`config.mk`:
```
export PLATFORM = sky130hd
export DESIGN_NAME = meter_frame_deframer
export DESIGN_NICKNAME = d
export VERILOG_FILES = /design/src/hw/rtl/mfd_pkg.sv /design/src/hw/rtl/meter_frame_deframer.sv
export SDC_FILE = /design/constraint.sdc
export NUM_CORES = 1
export LEC_CHECK = 0
export CAP_MARGIN = 20
export CORE_AREA = 3 3 134 149
export CTS_BUF_LIST = sky130_fd_sc_hd__clkbuf_4 sky130_fd_sc_hd__clkbuf_8 sky130_fd_sc_hd__clkbuf_16
export DETAILED_ROUTE_END_ITERATION = 10
export DIE_AREA = 0 0 137 152
export DONT_BUFFER_PORTS = 1
export PLACE_DENSITY = 0.52
export SLEW_MARGIN = 20
export SYNTH_ARGS = -nofsm -noshare
export SYNTH_HDL_FRONTEND = slang
export SYNTH_SLANG_ARGS = --single-unit
export TNS_END_PERCENT = 5
```
`constraint.sdc`:
```
create_clock -name clock -period 3.2 [get_ports clock]
set_input_delay 0.32 -clock clock [delete_from_list [all_inputs] [get_ports clock]]
set_output_delay 0.32 -clock clock [all_outputs]
set_load 0.005 [all_outputs]
```
`src/hw/rtl/mfd_pkg.sv`:
```
// Shared types and constants for the meter frame deframer.
// No dependencies; imported by meter_frame_deframer.
package mfd_pkg;

   localparam int unsigned BYTE_W   = 8;
   localparam int unsigned OFFSET_W = 9;
   localparam int unsigned KIND_W   = 3;
   localparam int unsigned STATUS_W = 3;
   localparam int unsigned CSR_IDX_W = 1;

   localparam logic [OFFSET_W-1:0] ADDR_FIRST    = 9'd1;
   localparam logic [OFFSET_W-1:0] ADDR_LAST     = 9'd6;
   localparam logic [OFFSET_W-1:0] START2_OFFSET = 9'd7;
   localparam logic [OFFSET_W-1:0] CTRL_OFFSET   = 9'd8;
   localparam logic [OFFSET_W-1:0] LEN_OFFSET    = 9'd9;
   localparam logic [OFFSET_W-1:0] DATA_OFFSET   = 9'd10;

   localparam logic [BYTE_W-1:0] START_RESET = 8'h68;
   localparam logic [BYTE_W-1:0] END_RESET   = 8'h16;

   localparam logic [CSR_IDX_W-1:0] CSR_START = 1'd0;
   localparam logic [CSR_IDX_W-1:0] CSR_END   = 1'd1;

   typedef enum logic [KIND_W-1:0] {
      KIND_ADDR   = 3'd0,
      KIND_CTRL   = 3'd1,
      KIND_LEN    = 3'd2,
      KIND_DATA   = 3'd3,
      KIND_ACCEPT = 3'd4,
      KIND_ERROR  = 3'd5
   } kind_type;

   typedef enum logic [STATUS_W-1:0] {
      ST_OK        = 3'd0,
      ST_NO_START  = 3'd1,
      ST_NO_START2 = 3'd2,
      ST_LENGTH    = 3'd3,
      ST_NO_END    = 3'd4,
      ST_CHECKSUM  = 3'd5
   } status_type;

   typedef enum logic [5:0] {
      PH_HUNT   = 6'b000001,
      PH_HEADER = 6'b000010,
      PH_DATA   = 6'b000100,
      PH_CHECK  = 6'b001000,
      PH_END    = 6'b010000,
      PH_DONE   = 6'b100000
   } phase_type;

   typedef struct packed {
      kind_type          kind;
      logic [BYTE_W-1:0] value;
      logic [BYTE_W-1:0] field_index;
      status_type        status;
      logic [BYTE_W-1:0] consumed;
   } record_type;

endpackage

```
`src/hw/rtl/meter_frame_deframer.sv`:
```
// Meter frame deframer: splits buffer bytes into address, control, length and data
// records and closes each frame with an accept or error record.
// Depends on mfd_pkg.
//
//  channel | ports        | payload
//  --------+--------------+-----------------------------------------------
//  request | req_t*       | tdata: byte_in; tlast: buffer_last
//  result  | rsp_t*       | tdata: value, field_index, status, consumed;
//          |              | tuser: kind
//  config  | csr_*        | index 0 start_byte, index 1 end_byte
//
// One request per cycle while req_tready is high; its record, if any, appears on rsp the next cycle.
// A single result register separates the sides: a request is taken whenever that
// register is empty or is being drained in the same cycle.
// Synchronous active-high reset returns the parser to hunting and restores the
// delimiter defaults.
module meter_frame_deframer
   import mfd_pkg::*;
(
   input  logic                 clock,
   input  logic                 reset,
   input  logic                 req_tvalid,
   output logic                 req_tready,
   input  logic [7:0]           req_tdata,   // [7:0] byte_in
   input  logic                 req_tlast,   // buffer_last
   output logic                 rsp_tvalid,
   input  logic                 rsp_tready,
   output logic [31:0]          rsp_tdata,   // [7:0] value, [15:8] field_index,
                                             // [18:16] status, [26:19] consumed, zero
   output logic [KIND_W-1:0]    rsp_tuser,   // [2:0] kind
   input  logic                 csr_we,
   input  logic [CSR_IDX_W-1:0] csr_addr,
   input  logic [BYTE_W-1:0]    csr_wdata
);

   logic [BYTE_W-1:0]   start_ff, end_ff;
   phase_type           phase_ff, phase_in;
   logic [BYTE_W-1:0]   pos_ff, pos_in;
   logic [OFFSET_W-1:0] off_ff, off_in;
   logic [BYTE_W-1:0]   len_ff, len_in;
   logic [BYTE_W-1:0]   sum_ff, sum_in;
   logic                bad_ff, bad_in;
   logic                rsp_valid_ff;
   record_type          rsp_ff;
   record_type          rec;
   logic                rec_valid;
   logic                take;
   logic [BYTE_W-1:0]   pos_inc;
   logic [OFFSET_W-1:0] off_inc;
   logic [BYTE_W-1:0]   sum_add;
   logic [OFFSET_W:0]   data_end;
   logic                outcome;

   assign req_tready = !rsp_valid_ff || rsp_tready;
   assign take       = req_tvalid && req_tready;
   assign pos_inc    = (pos_ff == 8'hFF) ? pos_ff : pos_ff + 8'd1;
   assign off_inc    = off_ff + 9'd1;
   assign sum_add    = sum_ff + req_tdata;
   assign data_end   = {1'b0, DATA_OFFSET} + {2'b00, len_ff};

   always_comb begin
      phase_in  = phase_ff;
      pos_in    = pos_ff;
      off_in    = off_ff;
      len_in    = len_ff;
      sum_in    = sum_ff;
      bad_in    = bad_ff;
      rec_valid = 1'b0;
      outcome   = 1'b0;
      rec       = '{kind: KIND_ADDR, value: '0, field_index: '0, status: ST_OK,
                    consumed: '0};
      if (take) begin
         pos_in = pos_inc;
         case (phase_ff)
            PH_HUNT: begin
               if (req_tdata == start_ff) begin
                  sum_in   = req_tdata;
                  off_in   = ADDR_FIRST;
                  phase_in = PH_HEADER;
               end
               if (req_tlast) begin
                  rec_valid  = 1'b1;
                  rec.kind   = KIND_ERROR;
                  rec.status = (req_tdata == start_ff) ? ST_LENGTH : ST_NO_START;
               end
            end
            PH_HEADER: begin
               if (off_ff == START2_OFFSET && req_tdata != start_ff) begin
                  rec_valid  = 1'b1;
                  rec.kind   = KIND_ERROR;
                  rec.status = ST_NO_START2;
                  outcome    = 1'b1;
               end else begin
                  if (off_ff inside {[ADDR_FIRST:ADDR_LAST]}) begin
                     rec_valid       = 1'b1;
                     rec.kind        = KIND_ADDR;
                     rec.value       = req_tdata;
                     rec.field_index = BYTE_W'(off_ff - ADDR_FIRST);
                  end else if (off_ff == CTRL_OFFSET) begin
                     rec_valid = 1'b1;
                     rec.kind  = KIND_CTRL;
                     rec.value = req_tdata;
                  end else if (off_ff == LEN_OFFSET) begin
                     rec_valid = 1'b1;
                     rec.kind  = KIND_LEN;
                     rec.value = req_tdata;
                     len_in    = req_tdata;
                  end
                  sum_in = sum_add;
                  off_in = off_inc;
                  if (off_ff >= LEN_OFFSET) begin
                     phase_in = (req_tdata != 8'd0) ? PH_DATA : PH_CHECK;
                  end
                  if (req_tlast) begin
                     rec_valid       = 1'b1;
                     rec.kind        = KIND_ERROR;
                     rec.value       = '0;
                     rec.field_index = '0;
                     rec.status      = ST_LENGTH;
                  end
               end
            end
            PH_DATA: begin
               rec_valid       = 1'b1;
               rec.kind        = KIND_DATA;
               rec.value       = req_tdata;
               rec.field_index = BYTE_W'(off_ff - DATA_OFFSET);
               sum_in          = sum_add;
               off_in          = off_inc;
               if ({1'b0, off_inc} >= data_end) begin
                  phase_in = PH_CHECK;
               end
               if (req_tlast) begin
                  rec.kind        = KIND_ERROR;
                  rec.value       = '0;
                  rec.field_index = '0;
                  rec.status      = ST_LENGTH;
               end
            end
            PH_CHECK: begin
               bad_in   = (req_tdata != sum_ff);
               off_in   = off_inc;
               phase_in = PH_END;
               if (req_tlast) begin
                  rec_valid  = 1'b1;
                  rec.kind   = KIND_ERROR;
                  rec.status = ST_LENGTH;
               end
            end
            PH_END: begin
               rec_valid = 1'b1;
               outcome   = 1'b1;
               if (req_tdata != end_ff) begin
                  rec.kind   = KIND_ERROR;
                  rec.status = ST_NO_END;
               end else if (bad_ff) begin
                  rec.kind   = KIND_ERROR;
                  rec.status = ST_CHECKSUM;
               end else begin
                  rec.kind     = KIND_ACCEPT;
                  rec.value    = len_ff;
                  rec.consumed = pos_inc;
               end
            end
            default: begin
            end
         endcase
         if (req_tlast) begin
            phase_in = PH_HUNT;
            pos_in   = '0;
            off_in   = '0;
            len_in   = '0;
            sum_in   = '0;
            bad_in   = 1'b0;
         end else if (outcome) begin
            phase_in = PH_DONE;
         end
      end
   end

   always_ff @(posedge clock) begin
      if (reset) begin
         start_ff     <= START_RESET;
         end_ff       <= END_RESET;
         phase_ff     <= PH_HUNT;
         pos_ff       <= '0;
         off_ff       <= '0;
         len_ff       <= '0;
         sum_ff       <= '0;
         bad_ff       <= 1'b0;
         rsp_valid_ff <= 1'b0;
      end else begin
         if (csr_we) begin
            case (csr_addr)
               CSR_START: start_ff <= csr_wdata;
               CSR_END:   end_ff   <= csr_wdata;
               default: begin
               end
            endcase
         end
         phase_ff <= phase_in;
         pos_ff   <= pos_in;
         off_ff   <= off_in;
         len_ff   <= len_in;
         sum_ff   <= sum_in;
         bad_ff   <= bad_in;
         if (req_tready) begin
            rsp_valid_ff <= rec_valid;
         end
      end
   end

   always_ff @(posedge clock) begin
      if (req_tready && rec_valid) begin
         rsp_ff <= rec;
      end
   end

   assign rsp_tvalid = rsp_valid_ff;
   assign rsp_tuser  = rsp_ff.kind;
   assign rsp_tdata  = {5'd0, rsp_ff.consumed, rsp_ff.status, rsp_ff.field_index,
                        rsp_ff.value};

endmodule

```
==> results by group <==
Route
  – Vias/cell: 5.20
  – Post-Route WL: 14,300 um
  – Remaining DRCs: 0
  – ANT nets after route: 0
  – Via total after detailed routing: 4,513
  – Initial DRC count: approximately 360
  – First-pass DRT Iterations: 6
  – Routed wire per std cell: between 15 and 20 um

Cells and area
  – FF/Latch Area: between 2000 and 2500 um2
  – Layout cells sized above 1: a little under a tenth
  – Area of the multi-input gates: between 3000 and 4000 um2
  – Core Util, Final: 32.6%
  – Filler cells: between 1,500 and 2,000
  – Post-layout net count: between 600 and 700
  – Ant. Diodes: 0
  – Syn-to-layout area delta: 9.13%

Setup path
  – Crit path kind: flop to flop
  – Worst-case reg-to-reg path depth: 13
  – Startpoint Class: flop
  – Crit path DAT: 3.20 ns
  – Req. time, crit path: between 3 and 4 ns
  – CP Capture Type: flop
  – Max incr delay on CP: 0.40 ns
  – Worst-path cell chain: ha_2 -> and2_1 -> buf_4 -> nand4_1 -> xnor2_1 -> ha_1 -> a21oi_1 -> a21oi_1 -> nor3_1 -> a21boi_1 -> o311ai_2 -> buf_4 -> mux2i_1
  – Worst-path fanout max: 11
  – Crit-path slowest cell: dfxtp_1

Global routing
  – Initial antenna violation count: 0
  – Total grt overflow: 0
  – Vias in the first global route: 4,345
  – Largest net degree at the start of global routing: 59
  – First-pass GRT wire length: roughly 23,000 um
  – GRT Overall Usage: ~14%

STA
  – Final Max Tran Viols: 0
  – Final setup viols: 0
  – Worst slew pin tran: between 0.7 and 0.8 ns
  – Setup TNS: 0 ns
  – Tcrit/Tclk final: 91.7%
  – Final Critical Period: 2.94 ns
  – Fmax: 0.341 GHz
  – Layout Skew: 0.0108 ns
  – Rel. slew slack: 52.6%
  – RSZ-0062 raised after global routing: no
  – Final hold violation count: 0

Clock network
  – Post-CTS setup buffer count: 0
  – Number of CTS-inserted buffers: 9
  – CTS root buf: clkbuf_16
  – Clock net sink count: 87
  – Clock Pin Slew Worst Setup and Hold Paths: 0.06 ns
  – Clock buffer depth: 2
  – CTS tree: yes
  – Clock latency on the worst-skew pair: around 0.34 ns
  – Deepest level of the CTS H-tree: 3

Pwr
  – Sequential share of power: 48.0%
  – Post-route total power: around 2600 uW
  – Power Dens Cells: 424 nW/um2
  – Clock power frac: a little over two fifths
  – Max IR drop VDD: between 0.2 and 0.25 mV
  – Lkg Pwr: 0.00215 uW
  – Gate power share: 9.8%
  – Switch Pwr: 642 uW
  – Internal power: 1910 uW
  – Sw Ratio: between 20 and 30%

Logic synthesis
  – EDFF count, synth: 30
  – Fraction of registers with async set/reset: 0%
  – Post-synth top cells: nand2_1 (73), nor2_1 (67), dfxtp_1 (57)
  – Unique masters post-synth: 75
  – Mapped cell area: 5520 um2
  – Avg Synthesized Cell Area: 8.74 um2
  – Yosys top cell area share: ~21%
  – Top cells by area, synth: dfxtp_1 (21%), edfxtp_1 (16%), ha_1 (5.9%), nand2_1 (5.0%), a21oi_1 (4.8%)
  – Most common cell in the netlist: nand2_1
  – Largest area contributor in the netlist: dfxtp_1
  – Top_reg_cell synth: dfxtp_1
  – YS warnings: 0
  – Syn Inst Count: between 600 and 700
  – #FFs+latches synth: 87
  – Sequential share of the synthesized area: 37.0%

Floorplan
  – Initial Util: approximately 30%
  – Die ar.: 20,800 um2
  – Die H: 152 um
  – Core box area: 18,500 um2
  – Die span in x: 137 um
  – Ports: 60
  – Row Count: 52

Job
  – MaxCap Viol Count: 0

Placed design
  – Final GP Congestion: 0.840
  – Hpwl dp: 10,500 um
  – Input/output buffers: 0

Status
  – Outcome: completed

Worst hold path
  – Worst min-delay path category: input pin to flop
  – Hold path depth: 1
power by group through the flow:
stage | Sequential, uW | Clock [uW] | Combinational, uW
after global routing | 1230 | 1160 | 281
after global placement | 1250 | 0 | 246
after detailed placement | 1250 | 0 | 251
after floorplan | 1240 | 0 | 220
final | 1230 | 1080 | 251
after CTS | 1230 | 1110 | 253
repair_timing:
item                       CTS  global route
gates resized for setup      0             1
setup endpoints to repair    0             1
hold buffers                 0             0
per-stage QoR:
stage | instance area [um2] | setup WS (ns) | hold WS (ns) | std cells
floorplan | 5540 | 0.145 | 0.441 | 636
global placement | 5720 | 0.325 | 0.395 | 852
detailed placement | 5720 | 0.275 | 0.398 | 852
CTS | 6020 | 0.231 | 0.0277 | 868
global route | 6030 | 0.000650 | 0.0273 | 868
finish | 6030 | 0.264 | 0.0422 | 868
worst paths after layout:
check / to / slack [ns] / start
hold / removal: start_ff[1]$_SDFFE_PP0P_ / 0.04 / reset
hold reg to reg: end_ff[6]$_SDFFE_PP0P_ / 0.46 / end_ff[6]$_SDFFE_PP0P_
setup reg to reg: phase_ff[0]$_SDFFE_PP1P_ / 0.26 / off_ff[1]$_SDFFE_PP0P_
setup / recovery: phase_ff[0]$_SDFFE_PP1P_ / 0.26 / off_ff[1]$_SDFFE_PP0P_
layout by cell type (no fill, tap or decap), types with 6 or more instances in the layout:
cell type	count
o21ai_1	7
nand3b_1	20
o21ai_0	34
nand2_1	73
nor2_1	66
a311oi_2	6
mux2i_1	8
xor2_1	22
a21oi_1	53
xnor2_1	19
and3_1	9
edfxtp_1	30
inv_1	8
a22oi_1	10
and2_1	9
nor3_1	12
ha_1	25
dfxtp_1	57
clkbuf_16	9
a211oi_1	6
buf_4	11
nand2b_1	15
nand3_1	23
per-layer routing:
layer	wire length, um	vias up	GRT usage (%)	share of wire [%]
li1	-	2246	-	-
met5	0	-	0	0
met1	6640	2121	18.7	46
met2	6490	123	21.0	45
met3	866	23	3.84	6.0
met4	341	0	5.51	2.4
flip-flops by register name (all words and copies together), names as in the netlist, 3 cells and up:
signal,flops
phase_ff,6
rsp_tdata,27
sum_ff,8
pos_ff,8
end_ff,8
len_ff,8
off_ff,9
start_ff,8
rsp_tuser,3
final cells by class:
cell class | count | share of cell area, %
flip-flops and latches | 87 | 33.9
well taps | 243 | 5.04
inverters | 8 | 0.498
multi-input cells | 503 | 54.2
repair buffers | 11 | 1.37
clock buffers | 10 | 3.86
clock inverters | 6 | 1.14
worst max-delay path, delay by kind of cell, from the launching register on:
kind | cells | cell delay, ns
AOI/OAI and AO/OA | 4 | 0.64
xor gates and xnor gates | 1 | 0.18
adders and majority gates | 2 | 0.58
buffers and inverters | 2 | 0.37
DFF | 1 | 0.40
muxes | 1 | 0.20
and+or+nand+nor | 3 | 0.48
cells by family after synthesis:
| family | share of synthesized area [%] |
|---|---|
| other | 0.0679 |
| AO/OA/AOI/OAI | 19.2 |
| adder cells (fa/ha/maj) | 6.25 |
| multiplexers | 1.65 |
| XOR/XNOR | 6.50 |
| buffers and inverters | 4.24 |
| flip-flops | 37.0 |
| AND/OR/NAND/NOR | 25.1 |
Note: power is estimated with default switching activity, not from simulation.
